$ cat src/rtl/core/nmsf_pkg.sv
// ----------------------------------------------------------------------------
// Neighbour mean smoothing filter package
// Shared constants, control structs and the constant-divisor digit step used
// by the front end, the back end and the top level of the filter.
// ----------------------------------------------------------------------------
package nmsf_pkg;

  // Configuration register widths and reset values.
  localparam int FW_BITS  = 11;
  localparam int FH_BITS  = 16;
  localparam int CFG_BITS = 16;
  localparam int ROW_BITS = 16;

  localparam logic [FW_BITS-1:0] FRAME_WIDTH_RST  = 11'd640;
  localparam logic [FH_BITS-1:0] FRAME_HEIGHT_RST = 16'd480;

  // Depth of the job queue between front end and back end.
  localparam int JOB_DEPTH = 4;

  // Fraction bits of the 16.4 result.
  localparam int FRAC_BITS = 4;

  // Neighbour counts for a corner, an edge and an inner pixel.
  localparam int NBR_CORNER = 3;
  localparam int NBR_EDGE   = 5;
  localparam int NBR_INNER  = 8;

  // Long division by a constant, one byte of dividend per step.
  localparam int DIGIT_BITS    = 8;
  localparam int REM_BITS      = 3;
  localparam int PART_BITS     = DIGIT_BITS + REM_BITS;
  localparam int DIV_PROD_BITS = 22;
  // Round-up reciprocals, exact for every partial dividend below 2^PART_BITS.
  localparam int RECIP3       = 1366;
  localparam int RECIP3_SHIFT = 12;
  localparam int RECIP5       = 1639;
  localparam int RECIP5_SHIFT = 13;

  // Configuration register indexes.
  typedef enum logic [0:0] {
    REG_FRAME_WIDTH  = 1'b0,
    REG_FRAME_HEIGHT = 1'b1
  } cfg_reg_t;

  // Number of in-frame neighbours of one result.
  typedef enum logic [1:0] {
    CNT_3,
    CNT_5,
    CNT_8
  } nbr_cnt_t;

  // Classification of one window position, made by the front end.
  typedef struct packed {
    logic top_cut;    // window row above the result is outside the frame
    logic left_cut;   // window column left of the result is outside the frame
    logic emit_main;  // the result one row up and one column left is complete
    logic emit_col;   // the last column of the row above is complete
    logic last_row;   // the current row is the last row of the frame
  } job_ctl_t;

  // Side-band flags of one result beat.
  typedef struct packed {
    logic row_end;
    logic frame_end;
    logic run_last;
  } res_tag_t;

  typedef struct packed {
    logic [DIGIT_BITS-1:0] quo;
    logic [REM_BITS-1:0]   rem;
  } div_digit_t;

  // One step of long division by 3, 5 or 8: divides {rem_in, digit}.
  function automatic div_digit_t div_digit(input logic [REM_BITS-1:0]   rem_in,
                                           input logic [DIGIT_BITS-1:0] digit,
                                           input nbr_cnt_t              cnt);
    logic [PART_BITS-1:0]     part;
    logic [DIV_PROD_BITS-1:0] prod;
    logic [PART_BITS-1:0]     back;
    logic [PART_BITS-1:0]     diff;
    div_digit_t               res;
    part = {rem_in, digit};
    prod = '0;
    back = '0;
    diff = '0;
    res  = '0;
    case (cnt)
      CNT_3: begin
        prod     = DIV_PROD_BITS'(part) * DIV_PROD_BITS'(RECIP3);
        res.quo  = prod[RECIP3_SHIFT +: DIGIT_BITS];
        back     = PART_BITS'(res.quo) * PART_BITS'(NBR_CORNER);
        diff     = part - back;
        res.rem  = diff[REM_BITS-1:0];
      end
      CNT_5: begin
        prod     = DIV_PROD_BITS'(part) * DIV_PROD_BITS'(RECIP5);
        res.quo  = prod[RECIP5_SHIFT +: DIGIT_BITS];
        back     = PART_BITS'(res.quo) * PART_BITS'(NBR_EDGE);
        diff     = part - back;
        res.rem  = diff[REM_BITS-1:0];
      end
      CNT_8: begin
        res.quo = part[REM_BITS +: DIGIT_BITS];
        res.rem = part[REM_BITS-1:0];
      end
      default: begin
        res = '0;
      end
    endcase
    return res;
  endfunction

endpackage

$ cat src/rtl/core/nmsf_back.sv
// ----------------------------------------------------------------------------
// Neighbour mean smoothing filter back end
// Expands each job into its results, sums the in-frame neighbours and divides
// by the neighbour count in a byte-per-stage long division pipeline.
// ----------------------------------------------------------------------------
module nmsf_back #(
  parameter int PIXEL_BITS = 16
) (
  input  logic                                     clk,
  input  logic                                     rst_n,
  input  logic                                     job_valid,
  input  logic [8:0][PIXEL_BITS-1:0]               job_win,
  input  nmsf_pkg::job_ctl_t                       job_ctl,
  output logic                                     job_pop,
  input  logic                                     res_ok,
  output logic                                     res_valid,
  output logic [PIXEL_BITS+nmsf_pkg::FRAC_BITS-1:0] res_value,
  output nmsf_pkg::res_tag_t                       res_tag,
  output logic [$clog2((PIXEL_BITS+14)/8+2)-1:0]   inflight
);

  localparam int DB         = nmsf_pkg::DIGIT_BITS;
  localparam int SUMW       = PIXEL_BITS + 3;
  localparam int XW         = SUMW + nmsf_pkg::FRAC_BITS;
  localparam int DIV_STAGES = (XW + DB - 1) / DB;
  localparam int XP         = DIV_STAGES * DB;
  localparam int IFW        = $clog2(DIV_STAGES + 2);
  localparam int OW         = PIXEL_BITS + nmsf_pkg::FRAC_BITS;

  logic [3:0]             slots;
  logic [3:0]             done_r;
  logic [3:0]             pend;
  logic [3:0]             pick;
  logic                   last_slot;
  logic                   issue;
  logic [1:0]             kc, mc;
  logic                   klo, mlo;
  logic [SUMW-1:0]        sum;
  nmsf_pkg::nbr_cnt_t     cnt;
  nmsf_pkg::res_tag_t     tag;

  logic [DIV_STAGES:0]    v_r;
  nmsf_pkg::res_tag_t     tag_r [DIV_STAGES+1];
  logic [XP-1:0]          q_r   [DIV_STAGES+1];
  logic [XP-1:0]          x_r   [DIV_STAGES];
  logic [nmsf_pkg::REM_BITS-1:0] rem_r [DIV_STAGES];
  nmsf_pkg::nbr_cnt_t     cnt_r [DIV_STAGES];
  nmsf_pkg::div_digit_t   dig   [DIV_STAGES];
  logic [XP-1:0]          q_nxt [DIV_STAGES];

  // Results of a job in output order: main, main of the last row,
  // row end, row end of the last row.
  always_comb begin
    slots     = {job_ctl.emit_col && job_ctl.last_row, job_ctl.emit_col,
                 job_ctl.emit_main && job_ctl.last_row, job_ctl.emit_main};
    pend      = slots & ~done_r;
    pick      = pend & (~pend + 4'd1);
    last_slot = ((pend & ~pick) == 4'd0);
    issue     = job_valid && res_ok;
    job_pop   = issue && last_slot;
  end

  // Centre and cut-off edges of the picked result.
  always_comb begin
    kc            = 2'd1;
    mc            = 2'd1;
    klo           = job_ctl.top_cut;
    mlo           = job_ctl.left_cut;
    tag.row_end   = 1'b0;
    tag.frame_end = 1'b0;
    tag.run_last  = last_slot;
    case (pick)
      4'b0001: begin
        kc = 2'd1;
        mc = 2'd1;
      end
      4'b0010: begin
        kc  = 2'd2;
        klo = 1'b1;
      end
      4'b0100: begin
        mc          = 2'd2;
        mlo         = 1'b1;
        tag.row_end = 1'b1;
      end
      4'b1000: begin
        kc            = 2'd2;
        mc            = 2'd2;
        klo           = 1'b1;
        mlo           = 1'b1;
        tag.row_end   = 1'b1;
        tag.frame_end = 1'b1;
      end
      default: begin
        kc = 2'd1;
        mc = 2'd1;
      end
    endcase
  end

  // Sum of the in-frame neighbours and their count.
  always_comb begin
    sum = '0;
    for (int k = 0; k < 3; k++) begin
      for (int m = 0; m < 3; m++) begin
        if ((k >= int'(klo)) && (m >= int'(mlo)) && !((k == int'(kc)) && (m == int'(mc)))) begin
          sum = sum + SUMW'(job_win[k*3 + m]);
        end
      end
    end
    if (klo && mlo) begin
      cnt = nmsf_pkg::CNT_3;
    end else if (klo || mlo) begin
      cnt = nmsf_pkg::CNT_5;
    end else begin
      cnt = nmsf_pkg::CNT_8;
    end
  end

  // Slot bookkeeping for the job at the head of the queue.
  always_ff @(posedge clk) begin
    if (!rst_n) begin
      done_r <= '0;
    end else if (issue) begin
      done_r <= last_slot ? 4'd0 : (done_r | pick);
    end
  end

  // One division digit per stage, most significant byte first.
  always_comb begin
    for (int j = 0; j < DIV_STAGES; j++) begin
      dig[j]   = nmsf_pkg::div_digit(rem_r[j], x_r[j][XP-1-DB*j -: DB], cnt_r[j]);
      q_nxt[j] = q_r[j];
      q_nxt[j][XP-1-DB*j -: DB] = dig[j].quo;
    end
  end

  always_ff @(posedge clk) begin
    if (!rst_n) begin
      v_r <= '0;
    end else begin
      v_r <= {v_r[DIV_STAGES-1:0], issue};
    end
  end

  always_ff @(posedge clk) begin
    x_r[0]   <= XP'({sum, {nmsf_pkg::FRAC_BITS{1'b0}}});
    rem_r[0] <= '0;
    cnt_r[0] <= cnt;
    q_r[0]   <= '0;
    tag_r[0] <= tag;
    for (int j = 0; j < DIV_STAGES; j++) begin
      q_r[j+1]   <= q_nxt[j];
      tag_r[j+1] <= tag_r[j];
    end
    for (int j = 1; j < DIV_STAGES; j++) begin
      x_r[j]   <= x_r[j-1];
      rem_r[j] <= dig[j-1].rem;
      cnt_r[j] <= cnt_r[j-1];
    end
  end

  assign res_valid = v_r[DIV_STAGES];
  assign res_value = q_r[DIV_STAGES][OW-1:0];
  assign res_tag   = tag_r[DIV_STAGES];
  assign inflight  = IFW'($countones(v_r));

endmodule

$ cat config.mk
export PLATFORM = sky130hd
export DESIGN_NAME = nmsf_back
export DESIGN_NICKNAME = d
export VERILOG_FILES = /design/src/rtl/core/nmsf_pkg.sv /design/src/rtl/core/nmsf_back.sv
export SDC_FILE = /design/constraint.sdc
export NUM_CORES = 1
export LEC_CHECK = 0
export ABC_AREA = 1
export ABC_CLOCK_PERIOD_IN_PS = 20900
export BUFFER_PORTS_ARGS = -buffer_cell sky130_fd_sc_hd__buf_2
export CORE_UTILIZATION = 52
export CTS_CLUSTER_SIZE = 16
export DETAILED_ROUTE_END_ITERATION = 10
export HOLD_SLACK_MARGIN = 0.02
export PLACE_DENSITY = 0.71
export SYNTH_ARGS = -nofsm -noshare
export SYNTH_HDL_FRONTEND = slang
export SYNTH_SLANG_ARGS = --single-unit
$ cat constraint.sdc
create_clock -name clk -period 20.9 [get_ports clk]
set_input_delay 3.135 -clock clk [delete_from_list [all_inputs] [get_ports clk]]
set_output_delay 3.135 -clock clk [all_outputs]
set_load 0.005 [all_outputs]
==> flow_summary.toml <==
[clock_tree]
cts_resized = 0
cts_tree = "yes"
clockRootBuffer = "clkbuf_16"
cts_sinks = 103
path_clk_slew_ps = 80
clk-insertion-delay-late_ps = 360
clockBufferDepth = 2
cts_buffers = 9
htreeDepth = 3
postCtsSetupBuffers = 0
ctsHoldBuffers = 0

[global_route]
gr-usage-met1_pct = 31.6
grt_pass1_wl_mm = 76.5
top_usage_layer = "met2"
grt_max_degree = 47
grt_use_met2_pct = 46.8
grtUsageMet3_pct = 2.09
grt_pass1_vias = 16500
grt_use_total_pct = 25.6
grt_overflow = 0
antenna_found_initial = 1

[placed_design]
routabilityCongestion = 0.943
place_area_mm2 = 0.0203
dp_hpwl_mm = 40.3
place_inst = 3158
numPortBuffers = 180

[sta]
min_period_over_period_pct = 68.1
timing.fmax_mhz = 70.3
clock_skew_ps = 19.1
finalHoldViolCount = 0
tns_ps = 0
worst_pin_slew_ps = 863
setup_viol = 0
timing.hold.ws_ps = 316
finalMaxSlewViolations = 0
min_period_ps = 14230
slew_headroom_pct = 42.3
rsz0062_at_grt = "no"

[setup_path]
slowest_stage = "nand2_1"
r2r-start = "done_r[1]$_SDFFE_PN0P_"
cp-start-kind = "input port"
worstPathArrival_ps = 14480
crit_path_start = "job_ctl[1]"
path_class = "in -> reg"
critPathMaxStageDelay_ps = 480
endpoint_kind = "flip-flop"
crit_fanout = 25
cp_common_cell = "nand2_1"
required_ps = 21140

[layout]
register_area_mm2 = 0.00206
n_fill_cell = 3349
multi_input_area_mm2 = 0.0148
area_growth_pct = 9.30
fin_area_mm2 = 0.0206
final_layout_size_suffix_gt1_share_pct = 9.14
nNetsFinal = 3438
instances_no_fill = 3177

[synth]
netlist_area_mm2 = 0.0188
synthTopCellsByArea = "ha_1 (30%), fa_1 (13%), dfxtp_1 (11%)"
async_flop_share_pct = 0
post-synth-top-area-fraction_pct = 30.5
ys_seq_area_share_pct = 10.9
synth_top_cell_by_area = "ha_1"
synth_nets = 3264
synth_edf_count = 0
avgSynthCellArea_um2 = 7.44
ys_top_cells_by_count = "inv_1 (516), ha_1 (459), nand2_1 (425), a21oi_1 (180), o21ai_0 (170)"
synthFlopType = "dfxtp_1"
synth-seq-cells = 103
synth_cell_types = 48
synth_most_common_cell = "inv_1"
yosysWarningCount = 0
synth_cells = 2534

[worst_hold_path]
worstHoldStart = "x_r[0][6]$_DFF_P_"
hp-class = "reg -> reg"

[die]
fp.dieArea_mm2 = 0.0370
rows = 69
core-area_mm2 = 0.0357
initial_core_util_pct = 52.9
pin_count = 181
die_w_um = 192
die_h_um = 192

[drt]
drt-initial-drc-count = 672
routed_wl_mm = 46.2
drc = 6
ant_nets = 0
wl_per_cell_um = 14.5
vias = 16700
viasPerCell = 5.25
dr.pass1.iters = 8

[outcome]
outcome = "complete, but fails checks"
violations = "DRC"

[run]
cap_viol_max_count = 0
## placed cells by master, fill, tap and decap left out, types with 4 or more instances in the layout
| cell | netlist | final |
|---|---|---|
| clkinv_1 | 4 | 4 |
| o21a_1 | 5 | 5 |
| nand3b_1 | 7 | 7 |
| clkbuf_16 | 0 | 9 |
| nand4_1 | 10 | 10 |
| o211ai_1 | 7 | 7 |
| o21bai_1 | 10 | 10 |
| nor3_1 | 26 | 26 |
| nand2_1 | 425 | 425 |
| o211a_1 | 4 | 4 |
| or2_2 | 19 | 19 |
| a211oi_1 | 5 | 5 |
| buf_2 | 1 | 180 |
| o2111ai_1 | 6 | 6 |
| a21o_1 | 9 | 9 |
| buf_4 | 0 | 4 |
| fa_1 | 118 | 118 |
| nand3_2 | 5 | 5 |
| o21ai_0 | 170 | 170 |
| dfxtp_1 | 103 | 103 |
| nand2_2 | 12 | 12 |
| o31ai_1 | 6 | 6 |
| inv_1 | 516 | 516 |
| o21ai_1 | 5 | 5 |
| nand3_1 | 81 | 81 |
| a31oi_1 | 14 | 14 |
| o22ai_1 | 7 | 7 |
| o221ai_1 | 18 | 18 |
| xor2_1 | 53 | 53 |
| a21oi_1 | 180 | 180 |
| xnor2_1 | 46 | 46 |
| nor2_1 | 162 | 161 |
| ha_1 | 459 | 459 |
## final timing paths
| path | endpoint | slack, ps | cells after the start |
|---|---|---|---|
| setup / recovery | x_r[0][22]$_DFF_P_ | 6670 | 71 |
| hold reg to reg | x_r[0][30]$_DFF_P_ | 320 | 0 |
| setup reg to reg | x_r[0][22]$_DFF_P_ | 9150 | 70 |
| hold / removal | x_r[0][30]$_DFF_P_ | 320 | 0 |
## flip-flops by register name, summed over array words and instances, names as in the netlist
name / cells
v_r: 4
rem_r: 6
tag_r: 12
x_r: 35
cnt_r: 6
done_r: 4
q_r: 36
## worst max-delay path, delay by kind of cell
kind / cells / cell delay (ps)
AO/OA/AOI/OAI: 18 / 3140
adder cells (fa/ha/maj): 8 / 2580
XOR/XNOR: 3 / 360
buffers and inverters: 10 / 810
AND/OR/NAND/NOR: 32 / 4430
## stage by stage
step / setup WS [ps] / utilization (%)
6_report: 6670 / 57.8
3_3_place_gp: 6870 / 56.9
4_1_cts: 6740 / 57.8
5_1_grt: 5310 / 57.8
2_1_floorplan: 8180 / -
3_5_place_dp: 6420 / 56.9
## cell families (layout without fill, tap and decap cells)
kind of cell	Yosys count	after routing	synth area share (%)
simple gates	759	759	17.1
fa+ha+maj	577	577	43.0
buf+inv	542	721	10.8
compound gates	453	453	13.5
flops	103	103	10.9
xor+xnor	99	99	4.60
mux	1	1	0.0531
other cells	0	3	0
## area by class of cell
class | count | area share (%)
Clock inverter | 7 | 0.437
Sequential cell | 103 | 10.0
Inverter | 521 | 9.49
Tap cell | 461 | 2.80
Clock buffer | 9 | 1.09
Multi-Input combinational cell | 1889 | 71.6
Antenna cell | 3 | 0.0364
Timing Repair Buffer | 184 | 4.52
## layer usage
metal | share of wire [%] | vias to the layer above
met2 | 49 | 330
met3 | 3.6 | 61
li1 | - | 8637
met4 | 2.7 | 0
met1 | 45 | 7659
met5 | 0 | -
Power is not shown: default switching activity piles up to over one toggle a cycle in this logic, so the estimate is an artifact.
