## config.mk

```make
export PLATFORM = sky130hd
export DESIGN_NAME = nmsf_fifo
export DESIGN_NICKNAME = d
export VERILOG_FILES = /design/src/rtl/core/nmsf_fifo.sv
export SDC_FILE = /design/constraint.sdc
export NUM_CORES = 1
export LEC_CHECK = 0
export ABC_CLOCK_PERIOD_IN_PS = 2400
export BUFFER_PORTS_ARGS = -buffer_cell sky130_fd_sc_hd__buf_2
export CORE_MARGIN = 3
export CORE_UTILIZATION = 50
export CTS_CLUSTER_DIAMETER = 200
export DETAILED_ROUTE_END_ITERATION = 8
export PLACE_DENSITY = 0.71
export SKIP_CTS_REPAIR_TIMING = 1
export SYNTH_ARGS = -nofsm -noshare
export SYNTH_HDL_FRONTEND = slang
export SYNTH_SLANG_ARGS = --single-unit
export TNS_END_PERCENT = 5
```

## constraint.sdc

```tcl
create_clock -name clk -period 2.4 [get_ports clk]
set_clock_uncertainty 0.2 [all_clocks]
set_input_delay 0 -clock clk [delete_from_list [all_inputs] [get_ports clk]]
set_output_delay 0 -clock clk [all_outputs]
set_load 0.05 [all_outputs]
```

## src/rtl/core/nmsf_fifo.sv

```systemverilog
// ----------------------------------------------------------------------------
// Neighbour mean smoothing filter queue
// Small register queue with a fill count. The writer never pushes into a
// full queue; the count lets it reserve room ahead of time.
// ----------------------------------------------------------------------------
module nmsf_fifo #(
  parameter int WIDTH = 8,
  parameter int DEPTH = 4
) (
  input  logic                       clk,
  input  logic                       rst_n,
  input  logic                       push,
  input  logic [WIDTH-1:0]           push_data,
  input  logic                       pop,
  output logic [WIDTH-1:0]           pop_data,
  output logic                       empty,
  output logic [$clog2(DEPTH+1)-1:0] count
);

  localparam int PW = $clog2(DEPTH);
  localparam int CW = $clog2(DEPTH + 1);

  logic [WIDTH-1:0] data_r [DEPTH];
  logic [PW-1:0]    wr_ptr_r, wr_ptr_nxt;
  logic [PW-1:0]    rd_ptr_r, rd_ptr_nxt;
  logic [CW-1:0]    count_r, count_nxt;
  logic             pop_ok;

  // A pop only counts while something is stored.
  assign pop_ok = pop && (count_r != '0);

  // Pointer and fill count update.
  always_comb begin
    wr_ptr_nxt = wr_ptr_r;
    rd_ptr_nxt = rd_ptr_r;
    if (push) begin
      wr_ptr_nxt = (wr_ptr_r == PW'(DEPTH - 1)) ? '0 : wr_ptr_r + PW'(1);
    end
    if (pop_ok) begin
      rd_ptr_nxt = (rd_ptr_r == PW'(DEPTH - 1)) ? '0 : rd_ptr_r + PW'(1);
    end
    case ({push, pop_ok})
      2'b10:   count_nxt = count_r + CW'(1);
      2'b01:   count_nxt = count_r - CW'(1);
      default: count_nxt = count_r;
    endcase
  end

  always_ff @(posedge clk) begin
    if (!rst_n) begin
      wr_ptr_r <= '0;
      rd_ptr_r <= '0;
      count_r  <= '0;
    end else begin
      wr_ptr_r <= wr_ptr_nxt;
      rd_ptr_r <= rd_ptr_nxt;
      count_r  <= count_nxt;
    end
  end

  // Storage.
  always_ff @(posedge clk) begin
    if (push) begin
      data_r[wr_ptr_r] <= push_data;
    end
  end

  assign pop_data = data_r[rd_ptr_r];
  assign empty    = (count_r == '0);
  assign count    = count_r;

endmodule

```

==> results of run 1 <==
[logic make-up (layout without fill, tap and decap cells)]
group	count (synthesis)	count (layout)	synth area share (%)
AOI/OAI and AO/OA	7	7	2.77
xor gates and xnor gates	2	2	1.08
adders and majority gates	7	7	5.85
buffers and inverters	9	49	2.62
DFF	41	41	70.2
muxes	9	9	11.7
and+or+nand+nor	17	17	5.77
[through the flow]
step	util, %	total power [mW]	area [um2]
6_report	63.3	1.89	1950
5_1_grt	63.3	1.99	1950
4_1_cts	59.8	1.90	1840
3_5_place_dp	57.8	1.56	1780
3_3_place_gp	57.8	1.54	1780
2_1_floorplan	-	1.43	1630
[routing by layer]
metal	vias up	GRT usage, %
met5	-	0
met1	409	15.8
met2	20	23.3
li1	419	-
met4	0	7.44
met3	8	4.50
[sequential cells by signal, indices dropped and copies added (netlist names), named ones only]
| register | cells |
|---|---|
| count | 3 |
| rd_ptr_r | 2 |
| wr_ptr_r | 2 |
| data_r | 32 |
[power groups by stage]
stage | registers, mW | clock network (mW) | logic (mW)
floorplan | 0.950 | 0 | 0.480
global placement | 0.923 | 0 | 0.619
detailed placement | 0.932 | 0 | 0.628
finish | 0.910 | 0.344 | 0.637
CTS | 0.916 | 0.355 | 0.631
global route | 0.927 | 0.373 | 0.686
[layout make-up]
| cell class | instances | area [um2] |
|---|---|---|
| fillers | 260 | 1130 |
| clock buffers | 6 | 51.3 |
| multi-input cells | 42 | 442 |
| clock inverters | 2 | 8.76 |
| well taps | 44 | 55.1 |
| repair buffers | 34 | 225 |
| inverters | 7 | 26.3 |
| flip-flops and latches | 41 | 1140 |
[path summary, 6_finish.rpt]
check                      startpoint                  endpoint  slack (ps)  cells after the start
max reg2reg     count[0]$_SDFFE_PN0P_     count[2]$_SDFFE_PN0P_         310                      8
max             count[0]$_SDFFE_PN0P_     count[2]$_SDFFE_PN0P_         310                      8
min                      push_data[3]    data_r[1][3]$_DFFE_PP_         200                      2
min reg2reg  rd_ptr_r[0]$_SDFFE_PN0N_  rd_ptr_r[0]$_SDFFE_PN0N_         350                      2
[cell usage in the layout, fill, tap and decap left out]
master                          count
sky130_fd_sc_hd__mux2i_1            1
sky130_fd_sc_hd__xor2_1             1
sky130_fd_sc_hd__a21oi_1            1
sky130_fd_sc_hd__nor3_1             1
sky130_fd_sc_hd__or3_1              1
sky130_fd_sc_hd__dfxtp_1            9
sky130_fd_sc_hd__nand2_1            3
sky130_fd_sc_hd__ha_1               6
sky130_fd_sc_hd__clkinv_2           1
sky130_fd_sc_hd__mux4_2             8
sky130_fd_sc_hd__o31ai_2            1
sky130_fd_sc_hd__inv_1              7
sky130_fd_sc_hd__fa_1               1
sky130_fd_sc_hd__a21boi_1           1
sky130_fd_sc_hd__clkbuf_8           1
sky130_fd_sc_hd__clkinv_1           1
sky130_fd_sc_hd__nor2b_1            2
sky130_fd_sc_hd__nor2_1             1
sky130_fd_sc_hd__nand3_1            2
sky130_fd_sc_hd__nor3b_1            1
sky130_fd_sc_hd__edfxtp_1          32
sky130_fd_sc_hd__o21ai_0            4
sky130_fd_sc_hd__xnor2_1            1
sky130_fd_sc_hd__clkbuf_4           5
sky130_fd_sc_hd__buf_2             23
sky130_fd_sc_hd__dlygate4sd3_1     11
sky130_fd_sc_hd__and2_1             6
==> results by group, run 1 <==
Outcome
  • Result of the run: finished clean

Synthesis
  • Number of warning messages in the yosys log: 0
  • Number of flops mapped to enable cells by yosys: 32
  • Register bit total from synthesis: 41
  • Library cell with the highest instance count after synthesis: sky130_fd_sc_hd__edfxtp_1
  • Net Count, Synth: 111
  • Async S/R FF share, synth: 0%
  • Portion of synthesized cell area occupied by the leading cell type: 59.1%
  • Most instantiated cells after synthesis: sky130_fd_sc_hd__edfxtp_1, sky130_fd_sc_hd__dfxtp_1, sky130_fd_sc_hd__mux4_2
  • Count of cell types in the netlist: 23
  • Post-synthesis cell type with the largest combined area: sky130_fd_sc_hd__edfxtp_1
  • Avg Cell Area, Syn: 17.7 um2
  • Syn Inst Count: 92
  • Area contributors post-synth: sky130_fd_sc_hd__edfxtp_1, sky130_fd_sc_hd__dfxtp_1, sky130_fd_sc_hd__mux4_2
  • Share of synthesized area occupied by flip-flops and latches: 70.2%
  • Post-synth top flop: sky130_fd_sc_hd__edfxtp_1
  • Syn Std Cell Area: 0.00163 mm2

Setup path
  • Largest incremental delay on the critical path: 440 ps
  • Worst-path cell chain: o31ai_2, inv_1, ha_1, inv_1, fa_1, xor2_1, or3_1, a21boi_1
  • CP delay by family, top: adder cells
  • Worst Path Buf+Inv: 2
  • Maximum fanout along the worst path: 5
  • Cell type with the highest occurrence count on the critical path: sky130_fd_sc_hd__inv_1
  • Setup crit end kind: flop
  • Critical path startpoint category: flop
  • Data required, critical path: 2480 ps
  • Master of the slowest instance on the critical path: sky130_fd_sc_hd__dfxtp_1
  • Worst setup path class: reg -> reg
  • Arrival time worst endpoint: 2180 ps

Power and ir drop
  • Worst ir drop on vdd: 0.000904 V
  • Sequential share of power: 48.1%
  • Part of the power in combinational logic: 33.7%
  • Total net switching power: 0.706 mW
  • Switching part of the total power: 37.3%
  • LEAKAGE: 0.716 nW
  • Internal power contribution: 1.19 mW
  • Relative contribution of the clock network to total power: 18.2%
  • Power density normalized to cell area: 970 mW/mm2

Placement
  • Last weighted congestion value of the routability-driven placer: 0.658
  • Port-buffer cells: 23
  • Worst slack at placement: 307 ps
  • Final HPWL from detailed placement: 1.69 mm
  • Cell count after placement: 157

Timing
  • RSZ-0062 raised after global routing: no
  • Number of slew-limit violations in the final report: 0
  • Post-route setup slack: 307 ps
  • Max-Slew Margin vs Limit: 63.0%
  • Period utilisation layout: 87.2%
  • Slew of the pin with the lowest slew margin: 554 ps
  • Final number of hold-violating endpoints: 0
  • Final-report setup violation count: 0
  • Timing-limited maximum frequency: 478 MHz
  • Post-layout min period: 2090 ps
  • Setup TNS: 0 ps
  • Final hold slack: 200 ps

Drt
  • Top routing layer in use: met4
  • Via count: 856
  • DR WL met2: 1.26 mm
  • Drc violations: 0
  • Met1 WL: 1.04 mm
  • Wirelength per Cell: 14.1 um
  • Number of nets still failing antenna checks after routing: 0
  • Met3 routed wirelength: 117 um
  • Total wirelength of the detailed-routed design: 2.48 mm
  • First drt pass iteration count: 4
  • Post-DR vias/cell: 4.86
  • Number of DRC markers in iteration 0: 20

Layout
  • Fraction of final layout cells sized beyond drive strength 1: 29.5%
  • Number of diodes added for antenna fixing: 0
  • Final nets: 150
  • Number of cells in the finished layout apart from fillers: 176
  • Area Growth Syn to Fin: 19.9%

GRT
  • Overall global routing resource usage: 13.9%
  • First-pass GRT wire length: 4.04 mm
  • Via count of the first global-routing pass: 872
  • GRT Residual Overflow: 0
  • Pin count of the biggest net entering global routing: 13
  • Antenna violations before repair: 0

Job
  • Number of max-cap violations: 0

Min path
  • Kind of path behind the tightest hold check: in -> reg

Clock tree
  • Number of levels in the clock H-tree: 2
  • Clock transition at the registers of the reported paths: 110 ps
  • Clock tree from TritonCTS: built
  • Clock root buffer: sky130_fd_sc_hd__clkbuf_4
  • Number of sinks driven by the clock tree: 41
  • Clock insertion delay at the later pin of the skew report: 340 ps
  • Longest Clk Path Bufs: 2
  • Number of CTS-inserted buffers: 5

Floorplanning
  • Starting utilization of the core area: 52.8%
  • Die Y: 63.0 um
  • Die ar.: 0.00397 mm2
  • Core ar.: 0.00308 mm2
  • Number of cell rows: 20
  • Horiz. Die Dim: 63.0 um
  • Num ports: 24
Power figures use the tool's default switching activity.
==> run 2, diff against run 1 <==
- ABC_AREA: unset -> 1
==> results by group, run 2 <==
GRT
  • First-pass GRT wire length: 4.80 mm (was 4.04 mm)
  • Via count of the first global-routing pass: 1,096 (was 872)
  • Pin count of the biggest net entering global routing: 18 (was 13)
  • Antenna violations before repair: 0 (unchanged)
  • GRT Residual Overflow: 0 (unchanged)
  • Overall global routing resource usage: 15.7% (was 13.9%)

Clock tree
  • Number of CTS-inserted buffers: 5 (unchanged)
  • Number of sinks driven by the clock tree: 41 (unchanged)
  • Longest Clk Path Bufs: 2 (unchanged)
  • Clock insertion delay at the later pin of the skew report: 340 ps (about the same)
  • Clock root buffer: sky130_fd_sc_hd__clkbuf_4 (unchanged)
  • Number of levels in the clock H-tree: 2 (unchanged)
  • Clock transition at the registers of the reported paths: 110 ps (about the same)
  • Clock tree from TritonCTS: built (unchanged)

Setup path
  • Largest incremental delay on the critical path: 380 ps (was 440 ps)
  • Data required, critical path: 2480 ps (about the same)
  • CP delay by family, top: simple AND/OR/NAND/NOR gates (was adder cells)
  • Arrival time worst endpoint: 2140 ps (was 2180 ps)
  • Cell type with the highest occurrence count on the critical path: sky130_fd_sc_hd__inv_1 (unchanged)
  • Setup crit end kind: flop (unchanged)
  • Critical path startpoint category: flop (unchanged)
  • Worst Path Buf+Inv: 4 (was 2)
  • Master of the slowest instance on the critical path: sky130_fd_sc_hd__fa_1 (was sky130_fd_sc_hd__dfxtp_1)
  • Maximum fanout along the worst path: 5 (unchanged)
  • Worst setup path class: reg -> reg (unchanged)
  • Worst-path cell chain: inv_1, nand3_1, inv_1, nor2_1, ha_1, inv_1, fa_1, nand2_1, nand3_1, nand2_1, inv_1, nor2_1 (was o31ai_2, inv_1, ha_1, inv_1, fa_1, xor2_1, or3_1, a21boi_1)

Drt
  • DR WL met2: 1.61 mm (was 1.26 mm)
  • Drc violations: 0 (unchanged)
  • Number of nets still failing antenna checks after routing: 0 (unchanged)
  • Wirelength per Cell: 13.8 um (was 14.1 um)
  • Total wirelength of the detailed-routed design: 3.07 mm (was 2.48 mm)
  • Met1 WL: 1.26 mm (was 1.04 mm)
  • Post-DR vias/cell: 5.10 (was 4.86)
  • Met3 routed wirelength: 146 um (was 117 um)
  • Number of DRC markers in iteration 0: 67 (was 20)
  • Top routing layer in use: met4 (unchanged)
  • Via count: 1,137 (was 856)
  • First drt pass iteration count: 4 (unchanged)

Timing
  • Post-route setup slack: 339 ps (was 307 ps)
  • Timing-limited maximum frequency: 485 MHz (was 478 MHz)
  • Post-layout min period: 2060 ps (was 2090 ps)
  • Setup TNS: 0 ps (unchanged)
  • Final number of hold-violating endpoints: 0 (unchanged)
  • Slew of the pin with the lowest slew margin: 581 ps (was 554 ps)
  • Final-report setup violation count: 0 (unchanged)
  • Period utilisation layout: 85.9% (was 87.2%)
  • Number of slew-limit violations in the final report: 0 (unchanged)
  • Max-Slew Margin vs Limit: 61.2% (was 63.0%)
  • Final hold slack: 206 ps (was 200 ps)
  • RSZ-0062 raised after global routing: no (unchanged)

Layout
  • Biggest register: data_r (unchanged)
  • Area Growth Syn to Fin: 19.1% (was 19.9%)
  • Final standard cell utilization of the core: 63.7% (was 63.3%)
  • Commonest cells after routing, fill and taps aside: sky130_fd_sc_hd__edfxtp_1, sky130_fd_sc_hd__buf_2, sky130_fd_sc_hd__inv_1, sky130_fd_sc_hd__nor2_1, sky130_fd_sc_hd__o21ai_0 (was sky130_fd_sc_hd__edfxtp_1, sky130_fd_sc_hd__buf_2, sky130_fd_sc_hd__dlygate4sd3_1)
  • Fraction of final layout cells sized beyond drive strength 1: 21.2% (was 29.5%)
  • Number of flip-flops under the largest register name: 32 (unchanged)
  • Number of diodes added for antenna fixing: 0 (unchanged)
  • Leading cell type in the layout, fill and taps excluded: sky130_fd_sc_hd__edfxtp_1 (unchanged)
  • Final nets: 197 (was 150)

Floorplanning
  • Number of cell rows: 20 (unchanged)
  • Die ar.: 0.00408 mm2 (was 0.00397 mm2)
  • Die Y: 63.8 um (was 63.0 um)
  • Num ports: 24 (unchanged)
  • Starting utilization of the core area: 53.5% (was 52.8%)
  • Core ar.: 0.00313 mm2 (was 0.00308 mm2)
  • Horiz. Die Dim: 63.8 um (was 63.0 um)

Synthesis
  • Library cell with the highest instance count after synthesis: sky130_fd_sc_hd__edfxtp_1 (unchanged)
  • Share of synthesized area occupied by flip-flops and latches: 68.2% (was 70.2%)
  • Number of warning messages in the yosys log: 0 (unchanged)
  • Area contributors post-synth: sky130_fd_sc_hd__edfxtp_1, sky130_fd_sc_hd__dfxtp_1, sky130_fd_sc_hd__o21ai_0 (was sky130_fd_sc_hd__edfxtp_1, sky130_fd_sc_hd__dfxtp_1, sky130_fd_sc_hd__mux4_2)
  • Syn Std Cell Area: 0.00167 mm2 (was 0.00163 mm2)
  • Most instantiated cells after synthesis: sky130_fd_sc_hd__edfxtp_1, sky130_fd_sc_hd__inv_1, sky130_fd_sc_hd__nor2_1 (was sky130_fd_sc_hd__edfxtp_1, sky130_fd_sc_hd__dfxtp_1, sky130_fd_sc_hd__mux4_2)
  • Net Count, Synth: 158 (was 111)
  • Avg Cell Area, Syn: 12.0 um2 (was 17.7 um2)
  • Count of cell types in the netlist: 19 (was 23)
  • Post-synthesis cell type with the largest combined area: sky130_fd_sc_hd__edfxtp_1 (unchanged)
  • Number of flops mapped to enable cells by yosys: 32 (unchanged)
  • Portion of synthesized cell area occupied by the leading cell type: 57.4% (was 59.1%)
  • Post-synth top flop: sky130_fd_sc_hd__edfxtp_1 (unchanged)
  • Syn Inst Count: 139 (was 92)
  • Register bit total from synthesis: 41 (unchanged)
  • Async S/R FF share, synth: 0% (unchanged)

Placement
  • Final HPWL from detailed placement: 1.93 mm (was 1.69 mm)
  • Last weighted congestion value of the routability-driven placer: 0.755 (was 0.658)
  • Port-buffer cells: 23 (unchanged)
  • Worst slack at placement: 407 ps (was 307 ps)

Power and ir drop
  • Design Power: 1.93 mW (was 1.89 mW)
  • Power density normalized to cell area: 968 mW/mm2 (was 970 mW/mm2)
  • LEAKAGE: 0.821 nW (was 0.716 nW)
  • Worst ir drop on vdd: 0.000549 V (was 0.000904 V)

Job
  • Number of max-cap violations: 0 (unchanged)

Outcome
  • Result of the run: finished clean (unchanged)

Min path
  • Kind of path behind the tightest hold check: in -> reg (unchanged)
-- run 2: changes by cell type after synthesis, moves of 2 or more --
| cell | previous run | this run |
|---|---|---|
| sky130_fd_sc_hd__and2_1 | 6 | 0 |
| sky130_fd_sc_hd__nor2_1 | 1 | 18 |
| sky130_fd_sc_hd__inv_1 | 7 | 18 |
| sky130_fd_sc_hd__a21oi_1 | 1 | 5 |
| sky130_fd_sc_hd__nor2b_1 | 2 | 0 |
| sky130_fd_sc_hd__mux4_2 | 8 | 0 |
| sky130_fd_sc_hd__nand3_1 | 2 | 4 |
| sky130_fd_sc_hd__o21ai_2 | 0 | 2 |
| sky130_fd_sc_hd__o21ai_1 | 0 | 2 |
| sky130_fd_sc_hd__o22ai_1 | 0 | 8 |
| sky130_fd_sc_hd__nor2_2 | 0 | 2 |
| sky130_fd_sc_hd__nand2_1 | 3 | 10 |
| sky130_fd_sc_hd__o21ai_0 | 4 | 16 |
-- run 2: cell families after synthesis --
group | synth area share (%)
AO/OA/AOI/OAI | 11.5
adder cells (fa/ha/maj) | 5.68
buffers and inverters | 5.61
flip-flops | 68.2
AND/OR/NAND/NOR | 8.98
-- run 2: routing by layer --
metal / up-vias / track usage, %
met5: - / 0
met4: 0 / 8.09
met3: 7 / 3.69
met2: 37 / 26.7
met1: 531 / 18.4
li1: 562 / -
-- run 2: layout make-up --
cell class                      instances  area [um2]
Fill cell                             258        1130
Multi-Input combinational cell         77         438
Tap cell                               44        55.1
Clock buffer                            8        58.8
Inverter                               19        71.3
Timing Repair Buffer                   34         225
Sequential cell                        41        1140
-- run 2: worst register-to-register path: cells and delay by family (launching register included) --
kind | cells | cell delay, ps
buf+inv | 4 | 270
fa+ha+maj | 2 | 560
simple gates | 6 | 640
flops | 1 | 340
-- run 2: final timing paths --
| check | start | endpoint | slack, ps | cells past startpoint |
|---|---|---|---|---|
| worst min register to register | wr_ptr_r[1]$_SDFFE_PN0P_ | wr_ptr_r[1]$_SDFFE_PN0P_ | 340 | 2 |
| worst max register to register | count[0]$_SDFFE_PN0P_ | count[2]$_SDFFE_PN0P_ | 340 | 12 |
| worst min-delay path | push_data[4] | data_r[1][4]$_DFFE_PP_ | 210 | 2 |
| worst max-delay path | count[0]$_SDFFE_PN0P_ | count[2]$_SDFFE_PN0P_ | 340 | 12 |
-- run 2: where the power goes --
part	total, mW	internal [mW]	switching [mW]
Clock	0.344	0.145	0.199
Combinational	0.701	0.177	0.524
Sequential	0.885	0.830	0.0553
-- run 2: per-stage QoR --
step	cells	instance area, um2
2_1_floorplan	139	1680
3_3_place_gp	204	1820
3_5_place_dp	204	1820
4_1_cts	212	1880
5_1_grt	223	1990
6_report	223	1990
